## config.mk

```make
export PLATFORM = sky130hd
export DESIGN_NAME = hashed_timing_wheel_core_flat
export DESIGN_NICKNAME = d
export VERILOG_FILES = /design/src/hw/rtl/hwt_pkg.sv /design/src/hw/rtl/hwt_if.sv /design/src/hw/rtl/hwt_front.sv /design/src/hw/rtl/hwt_div.sv /design/src/hw/rtl/hwt_back.sv /design/src/hw/rtl/hashed_timing_wheel_core.sv /design/src/flat_wrapper.sv
export SDC_FILE = /design/constraint.sdc
export NUM_CORES = 1
export LEC_CHECK = 0
export ABC_AREA = 1
export BUFFER_PORTS_ARGS = -buffer_cell sky130_fd_sc_hd__clkbuf_2
export CORE_UTILIZATION = 50
export CTS_BUF_LIST = sky130_fd_sc_hd__clkbuf_4 sky130_fd_sc_hd__clkbuf_8 sky130_fd_sc_hd__clkbuf_16
export CTS_CLUSTER_DIAMETER = 40
export CTS_CLUSTER_SIZE = 16
export DETAILED_ROUTE_END_ITERATION = 7
export GPL_TIMING_DRIVEN = 0
export PLACE_DENSITY = 0.72
export SLEW_MARGIN = 15
export SYNTH_ARGS = -nofsm -noshare
export SYNTH_HDL_FRONTEND = slang
export SYNTH_HIERARCHICAL = 1
export SYNTH_SLANG_ARGS = --single-unit
```

## constraint.sdc

```tcl
create_clock -name clock -period 3.55 [get_ports clock]
set_clock_uncertainty 0.1 [all_clocks]
set_input_delay 0.71 -clock clock [delete_from_list [all_inputs] [get_ports clock]]
set_output_delay 0.71 -clock clock [all_outputs]
set_load 0.05 [all_outputs]
```

## src/hw/rtl/hwt_pkg.sv

```systemverilog
// Shared command types for the hashed timing wheel.
package hwt_pkg;

   localparam int unsigned ID_W     = 4;
   localparam int unsigned PERIOD_W = 16;
   localparam int unsigned SLOT_O_W = 2;

   typedef enum logic [1:0] {
      REQ_ARM    = 2'd0,
      REQ_DISARM = 2'd1,
      REQ_TICK   = 2'd2
   } req_code_type;

   typedef struct packed {
      req_code_type          kind;
      logic [ID_W-1:0]       id;
      logic [PERIOD_W-1:0]   period;
      logic                  one_shot;
   } cmd_type;

   typedef struct packed {
      logic                  start;
      logic [PERIOD_W-1:0]   dividend;
   } div_req_type;

endpackage

```

## src/hw/rtl/hwt_if.sv

```systemverilog
// Valid/ready channel interfaces for requests and firings.
interface hwt_req_if;
   logic        valid;
   logic        ready;
   logic [1:0]  req_type;
   logic [3:0]  timer_id;
   logic [15:0] period_sec;
   logic        one_time;
   modport source(output valid, req_type, timer_id, period_sec, one_time, input ready);
   modport sink(input valid, req_type, timer_id, period_sec, one_time, output ready);
endinterface

interface hwt_rsp_if;
   logic       valid;
   logic       ready;
   logic [3:0] fired_timer_id;
   logic [1:0] wheel_slot;
   logic       last;
   modport source(output valid, fired_timer_id, wheel_slot, last, input ready);
   modport sink(input valid, fired_timer_id, wheel_slot, last, output ready);
endinterface

```

## src/hw/rtl/hwt_front.sv

```systemverilog
// Request classifier and two-entry command queue.
module hwt_front
   import hwt_pkg::*;
#(
   parameter int unsigned TIMER_ENTRIES = 16
) (
   input  logic      clock,
   input  logic      reset,
   hwt_req_if.sink   req_chan,
   output logic      cmd_valid,
   output cmd_type   cmd,
   input  logic      cmd_pop
);

   cmd_type     queue_ff [2];
   logic        wr_ptr_ff, wr_ptr_in;
   logic        rd_ptr_ff, rd_ptr_in;
   logic [1:0]  count_ff, count_in;
   logic        take;
   logic        keep;
   cmd_type     new_cmd;

   assign req_chan.ready = (count_ff != 2'd2);
   assign take = req_chan.valid && req_chan.ready;

   // drop unknown codes and ids beyond the table
   always_comb begin
      new_cmd.kind     = req_code_type'(req_chan.req_type);
      new_cmd.id       = req_chan.timer_id;
      new_cmd.period   = req_chan.period_sec;
      new_cmd.one_shot = req_chan.one_time;
      case (req_chan.req_type)
         REQ_ARM, REQ_DISARM: keep = (32'(req_chan.timer_id) < TIMER_ENTRIES);
         REQ_TICK:            keep = 1'b1;
         default:             keep = 1'b0;
      endcase
   end

   assign cmd_valid = (count_ff != 2'd0);
   assign cmd       = queue_ff[rd_ptr_ff];

   always_comb begin
      wr_ptr_in = wr_ptr_ff;
      rd_ptr_in = rd_ptr_ff;
      count_in  = count_ff;
      if (take && keep) begin
         wr_ptr_in = ~wr_ptr_ff;
         count_in  = count_in + 2'd1;
      end
      if (cmd_pop) begin
         rd_ptr_in = ~rd_ptr_ff;
         count_in  = count_in - 2'd1;
      end
   end

   always_ff @(posedge clock) begin
      if (reset) begin
         wr_ptr_ff <= 1'b0;
         rd_ptr_ff <= 1'b0;
         count_ff  <= 2'd0;
      end else begin
         wr_ptr_ff <= wr_ptr_in;
         rd_ptr_ff <= rd_ptr_in;
         count_ff  <= count_in;
      end
   end

   always_ff @(posedge clock) begin
      if (take && keep) begin
         queue_ff[wr_ptr_ff] <= new_cmd;
      end
   end

endmodule

```

## src/hw/rtl/hwt_div.sv

```systemverilog
// Divider by the slot count: reciprocal multiply, then remainder, in registered steps.
module hwt_div
   import hwt_pkg::*;
#(
   parameter int unsigned WHEEL_SLOTS = 4
) (
   input  logic                                 clock,
   input  logic                                 reset,
   input  div_req_type                          div_req,
   output logic                                 done,
   output logic [PERIOD_W-1:0]                  quotient,
   output logic [$clog2(WHEEL_SLOTS+1)-1:0]     remainder
);

   localparam int unsigned DW = $clog2(WHEEL_SLOTS + 1);
   localparam int unsigned SH = PERIOD_W + $clog2(WHEEL_SLOTS);
   localparam int unsigned MW = PERIOD_W + 2;
   localparam int unsigned PW = PERIOD_W + MW;
   // ceil(2^SH / W) is exact for every dividend below 2^PERIOD_W
   localparam longint unsigned RECIP =
      ((64'd1 << SH) + 64'(WHEEL_SLOTS) - 64'd1) / 64'(WHEEL_SLOTS);
   localparam logic [MW-1:0]       RECIP_V = MW'(RECIP);
   localparam logic [PERIOD_W-1:0] DIV_V   = PERIOD_W'(WHEEL_SLOTS);

   logic                mul_ff;
   logic                sub_ff;
   logic                done_ff;
   logic [PERIOD_W-1:0] dvd_ff;
   logic [PERIOD_W-1:0] quo_ff, quo_in;
   logic [DW-1:0]       rem_ff, rem_in;
   logic [PW-1:0]       prod;
   logic [PERIOD_W-1:0] quo_x_div;

   always_comb begin
      prod      = {{MW{1'b0}}, dvd_ff} * {{PERIOD_W{1'b0}}, RECIP_V};
      quo_in    = PERIOD_W'(prod >> SH);
      quo_x_div = quo_ff * DIV_V;
      rem_in    = DW'(dvd_ff - quo_x_div);
   end

   always_ff @(posedge clock) begin
      if (reset) begin
         mul_ff  <= 1'b0;
         sub_ff  <= 1'b0;
         done_ff <= 1'b0;
      end else begin
         mul_ff  <= div_req.start;
         sub_ff  <= mul_ff;
         done_ff <= sub_ff;
      end
   end

   always_ff @(posedge clock) begin
      if (div_req.start) begin
         dvd_ff <= div_req.dividend;
      end
      if (mul_ff) begin
         quo_ff <= quo_in;
      end
      if (sub_ff) begin
         rem_ff <= rem_in;
      end
   end

   assign done      = done_ff;
   assign quotient  = quo_ff;
   assign remainder = rem_ff;

endmodule

```

## src/hw/rtl/hwt_back.sv

```systemverilog
// Timer table, arm/disarm sequencer and tick scan with output register.
module hwt_back
   import hwt_pkg::*;
#(
   parameter int unsigned WHEEL_SLOTS   = 4,
   parameter int unsigned TIMER_ENTRIES = 16
) (
   input  logic      clock,
   input  logic      reset,
   input  logic      cmd_valid,
   input  cmd_type   cmd,
   output logic      cmd_pop,
   hwt_rsp_if.source rsp_chan
);

   localparam int unsigned SLOT_W = $clog2(WHEEL_SLOTS);
   localparam int unsigned IDX_W  = (TIMER_ENTRIES > 1) ? $clog2(TIMER_ENTRIES) : 1;
   localparam int unsigned DW     = $clog2(WHEEL_SLOTS + 1);
   localparam logic [SLOT_W:0] W_L = (SLOT_W + 1)'(WHEEL_SLOTS);
   localparam logic [IDX_W:0]  LAST_IDX = (IDX_W + 1)'(TIMER_ENTRIES - 1);

   typedef struct packed {
      logic [SLOT_W-1:0]   slot;
      logic [SLOT_W-1:0]   offset;
      logic [PERIOD_W-1:0] rounds;
      logic [PERIOD_W-1:0] rounds_init;
      logic                one_shot;
   } entry_type;

   typedef enum logic [2:0] {
      S_IDLE, S_DIV, S_ARM_WR, S_SCAN_RD, S_SCAN_EV, S_FLUSH
   } state_type;

   state_type            state_ff;
   logic [SLOT_W-1:0]    cur_ff;
   logic [TIMER_ENTRIES-1:0] active_ff;
   logic [IDX_W:0]       idx_ff;
   logic [IDX_W-1:0]     idx;
   cmd_type              arm_ff;
   logic [IDX_W-1:0]     arm_idx;
   logic                 pend_valid_ff;
   logic [IDX_W-1:0]     pend_idx_ff;
   logic                 out_valid_ff;
   logic [ID_W-1:0]      out_id_ff;
   logic [SLOT_O_W-1:0]  out_slot_ff;
   logic                 out_last_ff;
   logic                 can_push;
   logic                 out_load;

   entry_type            mem [TIMER_ENTRIES];
   entry_type            rd_data_ff;
   logic                 wr_en;
   logic [IDX_W-1:0]     wr_addr;
   entry_type            wr_data;

   div_req_type          div_req;
   logic                 div_done;
   logic [PERIOD_W-1:0]  div_q;
   logic [DW-1:0]        div_r;

   logic [SLOT_W:0]      rem_inc;
   logic [SLOT_W-1:0]    arm_offset;
   logic [SLOT_W-1:0]    arm_slot;
   logic [SLOT_W-1:0]    rearm_slot;
   logic [SLOT_W-1:0]    cur_next;
   logic                 hit;
   logic                 fire;

   function automatic logic [SLOT_W-1:0] slot_add(logic [SLOT_W-1:0] a,
                                                  logic [SLOT_W-1:0] b);
      logic [SLOT_W:0] s;
      s = {1'b0, a} + {1'b0, b};
      if (s >= W_L) begin
         s = s - W_L;
      end
      return s[SLOT_W-1:0];
   endfunction

   hwt_div #(.WHEEL_SLOTS(WHEEL_SLOTS)) u_div (
      .clock     (clock),
      .reset     (reset),
      .div_req   (div_req),
      .done      (div_done),
      .quotient  (div_q),
      .remainder (div_r)
   );

   assign idx     = idx_ff[IDX_W-1:0];
   assign arm_idx = IDX_W'(arm_ff.id);
   assign can_push = !out_valid_ff || rsp_chan.ready;
   assign cur_next = ({1'b0, cur_ff} == W_L - 1'b1) ? '0 : cur_ff + 1'b1;

   // load the output register with a held firing
   assign out_load = ((state_ff == S_SCAN_EV) && fire && pend_valid_ff && can_push) ||
                     ((state_ff == S_FLUSH) && pend_valid_ff && can_push);

   // (period-1) mod W plus one, folded back into the wheel
   always_comb begin
      rem_inc    = (SLOT_W + 1)'(div_r) + 1'b1;
      arm_offset = (rem_inc == W_L) ? '0 : rem_inc[SLOT_W-1:0];
      if (arm_ff.period == '0) begin
         arm_offset = '0;
      end
      arm_slot   = slot_add(cur_ff, arm_offset);
      rearm_slot = slot_add(cur_ff, rd_data_ff.offset);
      hit  = active_ff[idx] && (rd_data_ff.slot == cur_ff);
      fire = hit && (rd_data_ff.rounds == '0);
   end

   always_comb begin
      cmd_pop = (state_ff == S_IDLE) && cmd_valid;
      div_req.start    = cmd_pop && (cmd.kind == REQ_ARM) && (cmd.period != '0);
      div_req.dividend = cmd.period - 1'b1;
      wr_en   = 1'b0;
      wr_addr = idx;
      wr_data = rd_data_ff;
      case (state_ff)
         S_ARM_WR: begin
            wr_en               = 1'b1;
            wr_addr             = arm_idx;
            wr_data.slot        = arm_slot;
            wr_data.offset      = arm_offset;
            wr_data.rounds      = (arm_ff.period == '0) ? '0 : div_q;
            wr_data.rounds_init = (arm_ff.period == '0) ? '0 : div_q;
            wr_data.one_shot    = arm_ff.one_shot;
         end
         S_SCAN_EV: begin
            if (fire && !(pend_valid_ff && !can_push)) begin
               wr_en          = !rd_data_ff.one_shot;
               wr_data.slot   = rearm_slot;
               wr_data.rounds = rd_data_ff.rounds_init;
            end else if (hit && !fire) begin
               wr_en          = 1'b1;
               wr_data.rounds = rd_data_ff.rounds - 1'b1;
            end
         end
         default: begin
            wr_en = 1'b0;
         end
      endcase
   end

   always_ff @(posedge clock) begin
      if (wr_en) begin
         mem[wr_addr] <= wr_data;
      end
      rd_data_ff <= mem[idx];
   end

   always_ff @(posedge clock) begin
      if (reset) begin
         state_ff      <= S_IDLE;
         cur_ff        <= '0;
         active_ff     <= '0;
         idx_ff        <= '0;
         pend_valid_ff <= 1'b0;
         out_valid_ff  <= 1'b0;
      end else begin
         if (out_load) begin
            out_valid_ff <= 1'b1;
         end else if (rsp_chan.ready) begin
            out_valid_ff <= 1'b0;
         end
         case (state_ff)
            S_IDLE: begin
               if (cmd_valid) begin
                  arm_ff <= cmd;
                  case (cmd.kind)
                     REQ_ARM: begin
                        state_ff <= (cmd.period == '0) ? S_ARM_WR : S_DIV;
                     end
                     REQ_DISARM: begin
                        active_ff[IDX_W'(cmd.id)] <= 1'b0;
                     end
                     REQ_TICK: begin
                        cur_ff   <= cur_next;
                        idx_ff   <= '0;
                        state_ff <= S_SCAN_RD;
                     end
                     default: begin
                        state_ff <= S_IDLE;
                     end
                  endcase
               end
            end
            S_DIV: begin
               if (div_done) begin
                  state_ff <= S_ARM_WR;
               end
            end
            S_ARM_WR: begin
               active_ff[arm_idx] <= 1'b1;
               state_ff <= S_IDLE;
            end
            S_SCAN_RD: begin
               state_ff <= S_SCAN_EV;
            end
            S_SCAN_EV: begin
               if (!(fire && pend_valid_ff && !can_push)) begin
                  if (fire) begin
                     // release the held firing: a later one exists
                     if (pend_valid_ff) begin
                        out_id_ff    <= ID_W'(pend_idx_ff);
                        out_slot_ff  <= SLOT_O_W'(cur_ff);
                        out_last_ff  <= 1'b0;
                     end
                     pend_valid_ff <= 1'b1;
                     pend_idx_ff   <= idx;
                     if (rd_data_ff.one_shot) begin
                        active_ff[idx] <= 1'b0;
                     end
                  end
                  if (idx_ff == LAST_IDX) begin
                     state_ff <= S_FLUSH;
                  end else begin
                     idx_ff   <= idx_ff + 1'b1;
                     state_ff <= S_SCAN_RD;
                  end
               end
            end
            S_FLUSH: begin
               if (!pend_valid_ff) begin
                  state_ff <= S_IDLE;
               end else if (can_push) begin
                  out_id_ff     <= ID_W'(pend_idx_ff);
                  out_slot_ff   <= SLOT_O_W'(cur_ff);
                  out_last_ff   <= 1'b1;
                  pend_valid_ff <= 1'b0;
                  state_ff      <= S_IDLE;
               end
            end
            default: begin
               state_ff <= S_IDLE;
            end
         endcase
      end
   end

   assign rsp_chan.valid          = out_valid_ff;
   assign rsp_chan.fired_timer_id = out_id_ff;
   assign rsp_chan.wheel_slot     = out_slot_ff;
   assign rsp_chan.last           = out_last_ff;

endmodule

```

## src/hw/rtl/hashed_timing_wheel_core.sv

```systemverilog
// Top level of the hashed timing wheel: request queue feeding the wheel engine.
//
// Usage: requests enter on req_chan (valid/ready), one transfer per request:
// arm (0) places timer_id on the wheel period_sec ticks ahead, disarm (1)
// clears it, tick (2) advances the wheel. Ids beyond the table and code 3
// are dropped at the front. Firings leave on rsp_chan, one transfer each, in
// ascending id order; last marks the final firing of a tick, and a tick
// with nothing due produces no transfer.
// Timing: a request reaches the engine the cycle after its transfer, or
// later while the engine still works on earlier requests (two-entry queue).
// A disarm is done in the engine's idle state. An arm with nonzero period
// goes from idle through the wait on the reciprocal-multiply divider to the
// table write; a period of zero skips the divider. A tick scans the whole
// table, one memory read and one evaluate/write per entry, then a flush.
// Firings trail the scan by one firing, since the last flag is known only when
// the next firing or the end of the scan is seen.
// Reset clears the wheel position, all armed flags and both queues at once;
// the entry table needs no clearing. When the receiver stalls, the scan
// holds on the next firing until the output register frees up, and the front
// queue then fills and drops req_chan.ready.
module hashed_timing_wheel_core
   import hwt_pkg::*;
#(
   parameter int unsigned WHEEL_SLOTS   = 4,
   parameter int unsigned TIMER_ENTRIES = 16
) (
   input  logic      clock,
   input  logic      reset,
   hwt_req_if.sink   req_chan,
   hwt_rsp_if.source rsp_chan
);

   logic    cmd_valid;
   cmd_type cmd;
   logic    cmd_pop;

   // front: classify and queue requests
   hwt_front #(.TIMER_ENTRIES(TIMER_ENTRIES)) u_front (
      .clock     (clock),
      .reset     (reset),
      .req_chan  (req_chan),
      .cmd_valid (cmd_valid),
      .cmd       (cmd),
      .cmd_pop   (cmd_pop)
   );

   // back: table updates, tick scan and the firing output register
   hwt_back #(
      .WHEEL_SLOTS   (WHEEL_SLOTS),
      .TIMER_ENTRIES (TIMER_ENTRIES)
   ) u_back (
      .clock     (clock),
      .reset     (reset),
      .cmd_valid (cmd_valid),
      .cmd       (cmd),
      .cmd_pop   (cmd_pop),
      .rsp_chan  (rsp_chan)
   );

endmodule
```

## src/flat_wrapper.sv

```systemverilog
// flat-port wrapper written by rule: the top's interface ports become plain ports
module hashed_timing_wheel_core_flat import hwt_pkg::*;
#(
   parameter int unsigned WHEEL_SLOTS   = 4,
   parameter int unsigned TIMER_ENTRIES = 16
)
  (clock, reset, req_chan_valid, req_chan_req_type, req_chan_timer_id, req_chan_period_sec, req_chan_one_time, req_chan_ready, rsp_chan_valid, rsp_chan_fired_timer_id, rsp_chan_wheel_slot, rsp_chan_last, rsp_chan_ready);
  hwt_req_if req_chan_i ();
  hwt_rsp_if rsp_chan_i ();
  input  logic clock;
  input  logic reset;
  input wire logic [$bits(req_chan_i.valid)-1:0] req_chan_valid;
  input wire logic [$bits(req_chan_i.req_type)-1:0] req_chan_req_type;
  input wire logic [$bits(req_chan_i.timer_id)-1:0] req_chan_timer_id;
  input wire logic [$bits(req_chan_i.period_sec)-1:0] req_chan_period_sec;
  input wire logic [$bits(req_chan_i.one_time)-1:0] req_chan_one_time;
  output wire logic [$bits(req_chan_i.ready)-1:0] req_chan_ready;
  output wire logic [$bits(rsp_chan_i.valid)-1:0] rsp_chan_valid;
  output wire logic [$bits(rsp_chan_i.fired_timer_id)-1:0] rsp_chan_fired_timer_id;
  output wire logic [$bits(rsp_chan_i.wheel_slot)-1:0] rsp_chan_wheel_slot;
  output wire logic [$bits(rsp_chan_i.last)-1:0] rsp_chan_last;
  input wire logic [$bits(rsp_chan_i.ready)-1:0] rsp_chan_ready;
  assign req_chan_i.valid = req_chan_valid;
  assign req_chan_i.req_type = req_chan_req_type;
  assign req_chan_i.timer_id = req_chan_timer_id;
  assign req_chan_i.period_sec = req_chan_period_sec;
  assign req_chan_i.one_time = req_chan_one_time;
  assign req_chan_ready = req_chan_i.ready;
  assign rsp_chan_valid = rsp_chan_i.valid;
  assign rsp_chan_fired_timer_id = rsp_chan_i.fired_timer_id;
  assign rsp_chan_wheel_slot = rsp_chan_i.wheel_slot;
  assign rsp_chan_last = rsp_chan_i.last;
  assign rsp_chan_i.ready = rsp_chan_ready;
  hashed_timing_wheel_core #(.WHEEL_SLOTS(WHEEL_SLOTS), .TIMER_ENTRIES(TIMER_ENTRIES)) u_core (.clock(clock), .reset(reset), .req_chan(req_chan_i), .rsp_chan(rsp_chan_i));
endmodule
```

# --- Word-level counts from Yosys, hierarchy flattened ---
# Memories as Yosys holds them, arrays and structs flattened. A register that Yosys moved wholly into a read port is not among the register bits.
# Cells that the tools add are included.
classes:
  addsub: 12
  n_mul: 0
  n_div: 0
  magnitude_cmp: 8
  eq_ne: 27
  shift: 0
  mux: 79
  n_bitwise: 9
  n_reduce_logical: 48
op_table:
  columns: ["op", "count"]
  rows:
  - ["$mux 16", 7]
  - ["$logic_not 16->1", 3]
  - ["$pmux 16 s3", 1]
  - ["$and 16x16->16", 2]
  - ["$not 16->16", 2]
  - ["$pmux 16 s2", 1]
  - ["$sub 16x1->16 const B", 2]
  - ["$mux 2", 15]
  - ["$mux 1", 24]
  - ["$mux 4", 6]
  - ["$logic_and 1x1->1", 20]
  - ["$mux 5", 4]
  - ["$ne 2x2->1 const B", 10]
  - ["$mux 3", 6]
  - ["$mux 17", 1]
  - ["$or 16x16->16", 1]
  - ["$reduce_bool 16->1", 1]
  - ["$lt 4x5->1 const B", 3]
  - ["$pmux 3 s5", 1]
  - ["$mux 14", 1]
  - ["$demux 1 s4", 3]
  - ["$ge 4x1->1 const B", 3]
  - ["$pmux 5 s2", 1]
  - ["$reduce_and 5->1", 2]
  - ["other kinds (33)", 63]
totals:
  register_bits: 100
  latch_bits: 0
  ramBits: 638
  romBits: 0
  out_inout_bits: 9
  wordCells: 207
  mem_count: 2
memory_table:
  columns: ["memory", "words", "word_bits", "rd", "rd_ports_with_merged_regs", "write_ports", "line", "rtl"]
  rows:
  - ["u_core.u_back.mem", 16, 37, 1, 1, 1, "hwt_back.sv:50", "entry_type mem [TIMER_ENTRIES];"]
  - ["u_core.u_front.queue_ff", 2, 23, 1, 1, 1, "hwt_front.sv:15", "cmd_type queue_ff [2];"]

# --- Logic depth before layout (Yosys ltp) ---
logic_depth:
  ltp_word: 11
  mapped_depth: 17

# --- By module ---
# Netlist, hierarchy kept.
modules_own_cells:
  columns: ["module", "instances", "cells_each", "area_each_um2", "seq_area_each_um2"]
  rows:
  - ["hwt_back", 1, 2504, 28607.4, 20039.2]
  - ["hwt_front", 1, 108, 1929.4, 1481.4]
  - ["hwt_div", 1, 50, 1111.1, 1051.0]

# --- Worst setup path before layout ---
# No wires, ideal clock.
synth_path:
  kind: "flip-flop to flip-flop"
  from: "reg u_core/u_back/rd_data_ff[17] (netlist name)"
  to: "mem u_core/u_back/mem[0][0] in the netlist's numbering, enable pin"
  setup_ns: 0.431
  arrival_time_ns: 3.138
  required_time_ns: 3.019
  slack_ns: -0.119
  stages_incl_launch_ff: 12
  period_less_slack_ns: 3.669
  path_cell_list: "dfxtp_1 > clkbuf_1 > inv_1 > ha_1 > inv_1 > nor3_1 > nand4_4 > nor2_2 > nand2_2 > nand3_2 > nand4_1 > nor2_1"
synth_between:
  elab_chain_len: 9
  elab_cells_between_ends: 10
synth_lines:
  columns: ["item", "line", "rtl"]
  rows:
  - ["$logic_not 16->1 (*)", "hwt_back.sv:107", "fire = hit && (rd_data_ff.rounds == '0);"]
  - ["$logic_and 1x1->1 (*)", "hwt_back.sv:107", null]
  - ["$logic_not 1->1", "hwt_back.sv:132", "end else if (hit && !fire) begin"]
  - ["$logic_and 1x1->1", "hwt_back.sv:132", null]
  - ["$mux 1", "hwt_back.sv:132", null]
  - ["$mux 1 (*)", "hwt_back.sv:128", "if (fire && !(pend_valid_ff && !can_push)) begin"]
  - ["$pmux 1 s2 (*)", "hwt_back.sv:117", "case (state_ff)"]
  - ["$mux 1 (*)", "hwt_back.sv:144", "if (wr_en) begin"]
  - ["$mux 1 (implied by the code) (*)", "hwt_back.sv:145", "mem[wr_addr] <= wr_data;"]
  - ["end: declaration", "hwt_back.sv:50", null]
# Every way passes the cells marked *; elsewhere a longest branch is shown, timed or not.

# --- Worst setup path after layout ---
layout_path:
  from: "reg u_core.u_back.idx_ff[0]"
  to: "mem u_core/u_back/mem[11][10] in the netlist's numbering, enable pin"
layout_between:
  elab_chain_len: 11
  elab_cells_between_ends: 13
layout_lines:
  columns: ["item", "line", "rtl"]
  rows:
  - ["start: declaration", "hwt_back.sv:37", "logic [IDX_W:0] idx_ff;"]
  - ["start signal: assignment", "hwt_back.sv:216", "idx_ff <= idx_ff + 1'b1;"]
  - ["$bmux 1 s4", "hwt_back.sv:106", "hit = active_ff[idx] && (rd_data_ff.slot == cur_ff);"]
  - ["$mux 1 (implied by the code)", "hwt_back.sv:106", null]
  - ["$logic_and 1x1->1", "hwt_back.sv:106", null]
  - ["$logic_and 1x1->1", "hwt_back.sv:107", null]
  - ["$logic_not 1->1", "hwt_back.sv:132", null]
  - ["$logic_and 1x1->1", "hwt_back.sv:132", null]
  - ["$mux 1", "hwt_back.sv:132", null]
  - ["$mux 1", "hwt_back.sv:128", null]
  - ["$pmux 1 s2", "hwt_back.sv:117", null]
  - ["$mux 1", "hwt_back.sv:144", null]
  - ["$mux 1 (implied by the code)", "hwt_back.sv:145", null]
# Parallel ways exist; a longest one is shown, timed or not. The select of a mux whose other input is x is not followed.

==> summary.txt <==
Timing
  • Max-slew headroom at the worst pin: 0.236
  • Fmax: just under 300 MHz
  • Shortest period the worst path allows: 3450 ps
  • Final setup violation count: 0
  • Worst-case hold slack: 143 ps
  • Final-report hold violation count: 0
  • RSZ-0062 raised after global routing: false
  • Final count of pins violating max slew: 0
  • Slew @ Worst Pin: 1150 ps
  • Final worst path period share: 0.973

Power and ir drop
  • Cell area power density: 880 mW/mm^2
  • Internal power consumption: 20.7 mW
  • Fraction of power consumed by sequential logic: 0.388
  • Leakage dissipation: 12.9 nW
  • Total power: 32.8 mW
  • Switch Pwr: between 10 and 15 mW
  • Switch share: 0.369
  • Power share of the combinational group: 0.309
  • Worst vdd ir: 0.000464 V
  • Portion of total power attributed to the clock network: 0.303

Global routing
  • Antenna violations before repair: 2
  • Global-route wire length before repair: 135000 um
  • Total Routing Usage GR: 0.288
  • Number of global-route vias before repair: 22100
  • Pin count of the biggest net entering global routing: 24
  • Overflow left after global routing: 0

Final layout
  • Layout-stage area growth over the synthesis result: 17.9%
  • Share of final-layout standard cells stronger than drive strength 1: 0.129
  • Fin nets: 2883

Routing
  • Initial DRT Pass Iterations: 6
  • Mean routed wirelength per cell: 24.5 um
  • Drt via density: 6.05
  • Remaining number of nets flagged by the antenna check after routing: 0
  • Via count of the routed design: 22800
  • Starting DRC count in detailed routing: 3115
  • DRC viols: 0
  • Final WL: 92400 um

Setup path
  • Crit start category: flop
  • Crit Path Max Fanout: 14
  • Top Family by Delay on Critical Path: buffers and inverters
  • Worst Path Arrival: 3700 ps
  • Sort of element at the end of the critical path: flop
  • Slowest cell on crit path: sky130_fd_sc_hd__nor2_4
  • Kind of critical path: reg2reg
  • Cell mode on critical path: sky130_fd_sc_hd__buf_2
  • CP required: between 3000 and 4000 ps
  • Highest cell delay on the worst timing path: 570 ps
  • Buf+Inv Stages, Crit Path: 4
  • Worst-path cell chain: buf_2 > buf_2 > buf_2 > a21oi_1 > nor2_1 > nand2_1 > nor2_4 > buf_16

Yosys
  • Netlist area before placement: 0.0316 mm^2
  • Number of warnings issued by yosys: 6
  • Average cell area after synthesis: 11.9 um^2
  • Cell count after synthesis: about 2700

Clock tree
  • H-tree lvl count: 3
  • Source-to-sink clock delay at the later pin of the worst-skew pair: 660 ps
  • Hold buffers post-CTS: 0
  • Root Buffer Master: sky130_fd_sc_hd__clkbuf_16
  • CTS tree: done
  • Buffer depth of the longest clock path: 3
  • Register clock-pin slew on the reported worst setup and hold paths: 60 ps
  • Clock sinks: 775
  • CTS buffer count: 97

Floorplan
  • Number of rows in the core area: 91
  • Y dimension of the die: around 250 um
  • Placeable Area: 0.0621 mm^2
  • Boundary pin count: 36
  • Die Footprint: 0.0642 mm^2
  • Horizontal die dimension: 253 um
  • Initial cell density of the core: 0.509

Status
  • Status: complete, no violations

Flow run
  • Number of max-cap violations: 0

Place
  • DP HPWL: 62600 um
  • Buffers added on ports: 35
  • Final weighted congestion in routability-driven placement: about 1

Hold path
  • Worst hold path type: in2reg
==> repair_timing <==
item / in CTS / in global routing
pin swaps: 6 / 7
buffers inserted: 6 / 10
setup endpoints to repair: 96 / 163
gates resized for setup: 0 / 2
==> through the flow <==
step | TNS, ps | utilization | area [um^2] | std cells | worst slack [ps]
2_1_floorplan | -17630 | - | 31600 | 2657 | -119
3_3_place_gp | -773040 | 0.529 | 32800 | 3529 | -2350
3_5_place_dp | -1550 | 0.543 | 33700 | 3564 | -157
4_1_cts | 0 | 0.598 | 37100 | 3752 | 16.9
5_1_grt | 0 | 0.600 | 37200 | 3763 | 20.9
6_report | 0 | 0.600 | 37200 | 3764 | 95.1
==> cell type report <==
type                       count  area [um^2]
tap                          837         1050
timing repair buffer          87         1140
multi-input combinational   1617         8080
antenna                        1         2.50
inverter                     117          442
fill                        4742        24800
sequential                   775        22500
clock inverter                73          756
clock buffer                 110         2580
buffer                       147          653
==> flip-flops by register name, summed over array words and instances (netlist names), 2 cells and up, named ones only <==
name	cells
u_core/u_back/cur_ff	2
u_core/u_front/queue_ff	46
u_core/u_back/rsp_chan.fired_timer_id	4
u_core/u_back/active_ff	16
u_core/u_back/pend_idx_ff	4
u_core/u_back/idx_ff	5
u_core/u_back/u_div/dvd_ff	16
u_core/u_back/u_div/quotient	14
u_core/u_back/state_ff	3
u_core/u_back/arm_ff	17
u_core/u_back/rsp_chan.wheel_slot	2
u_core/u_back/u_div/remainder	2
u_core/u_back/mem	592
u_core/u_back/rd_data_ff	37
u_core/u_front/count_ff	2
u_core/u_back/arm_idx	4
==> worst paths after layout <==
| path | end | cells past startpoint | slack, ps | start |
|---|---|---|---|---|
| min | u_core/u_front/queue_ff[1][9] | 1 | 140 | req_chan_period_sec[8] |
| max | u_core/u_back/mem[11][10] | 8 | 100 | u_core/u_back/idx_ff[0] |
| max reg2reg | u_core/u_back/mem[11][10] | 8 | 100 | u_core/u_back/idx_ff[0] |
| min reg2reg | u_core/u_back/u_div/quotient[3] | 0 | 320 | u_core/u_back/u_div/dvd_ff[5] |
==> power by group through the flow <==
stage	sequential, mW	clock (mW)	combinational, mW
after detailed placement	12.9	0	9.70
after global routing	12.8	10.4	10.8
after floorplan	12.7	0	6.02
after global placement	12.9	0	9.21
final	12.7	9.94	10.1
after CTS	12.7	10.0	9.75
==> routing by layer <==
metal	global-route usage	up-vias	share of wire	wire [um]
met4	0.135	0	0.047	4360
met5	0	-	0	0
met3	0.0688	328	0.12	10900
met1	0.381	11000	0.38	34900
li1	-	9912	-	-
met2	0.450	1506	0.46	42300
==> cells in the final DEF, fill, tap and decap left out, types with 18 or more instances in the layout <==
cell type,instances
sky130_fd_sc_hd__o22ai_1,149
sky130_fd_sc_hd__clkbuf_16,100
sky130_fd_sc_hd__nor2_1,412
sky130_fd_sc_hd__buf_4,23
sky130_fd_sc_hd__edfxtp_1,702
sky130_fd_sc_hd__mux2_2,23
sky130_fd_sc_hd__inv_1,106
sky130_fd_sc_hd__o21ai_1,27
sky130_fd_sc_hd__clkbuf_2,35
sky130_fd_sc_hd__nand3_1,51
sky130_fd_sc_hd__nand4_1,45
sky130_fd_sc_hd__dfxtp_1,73
sky130_fd_sc_hd__clkbuf_1,118
sky130_fd_sc_hd__buf_16,20
sky130_fd_sc_hd__nor2_4,18
sky130_fd_sc_hd__nand2_1,381
sky130_fd_sc_hd__a21oi_1,29
sky130_fd_sc_hd__o21ai_0,346
Note: power is estimated with default switching activity, not from simulation.
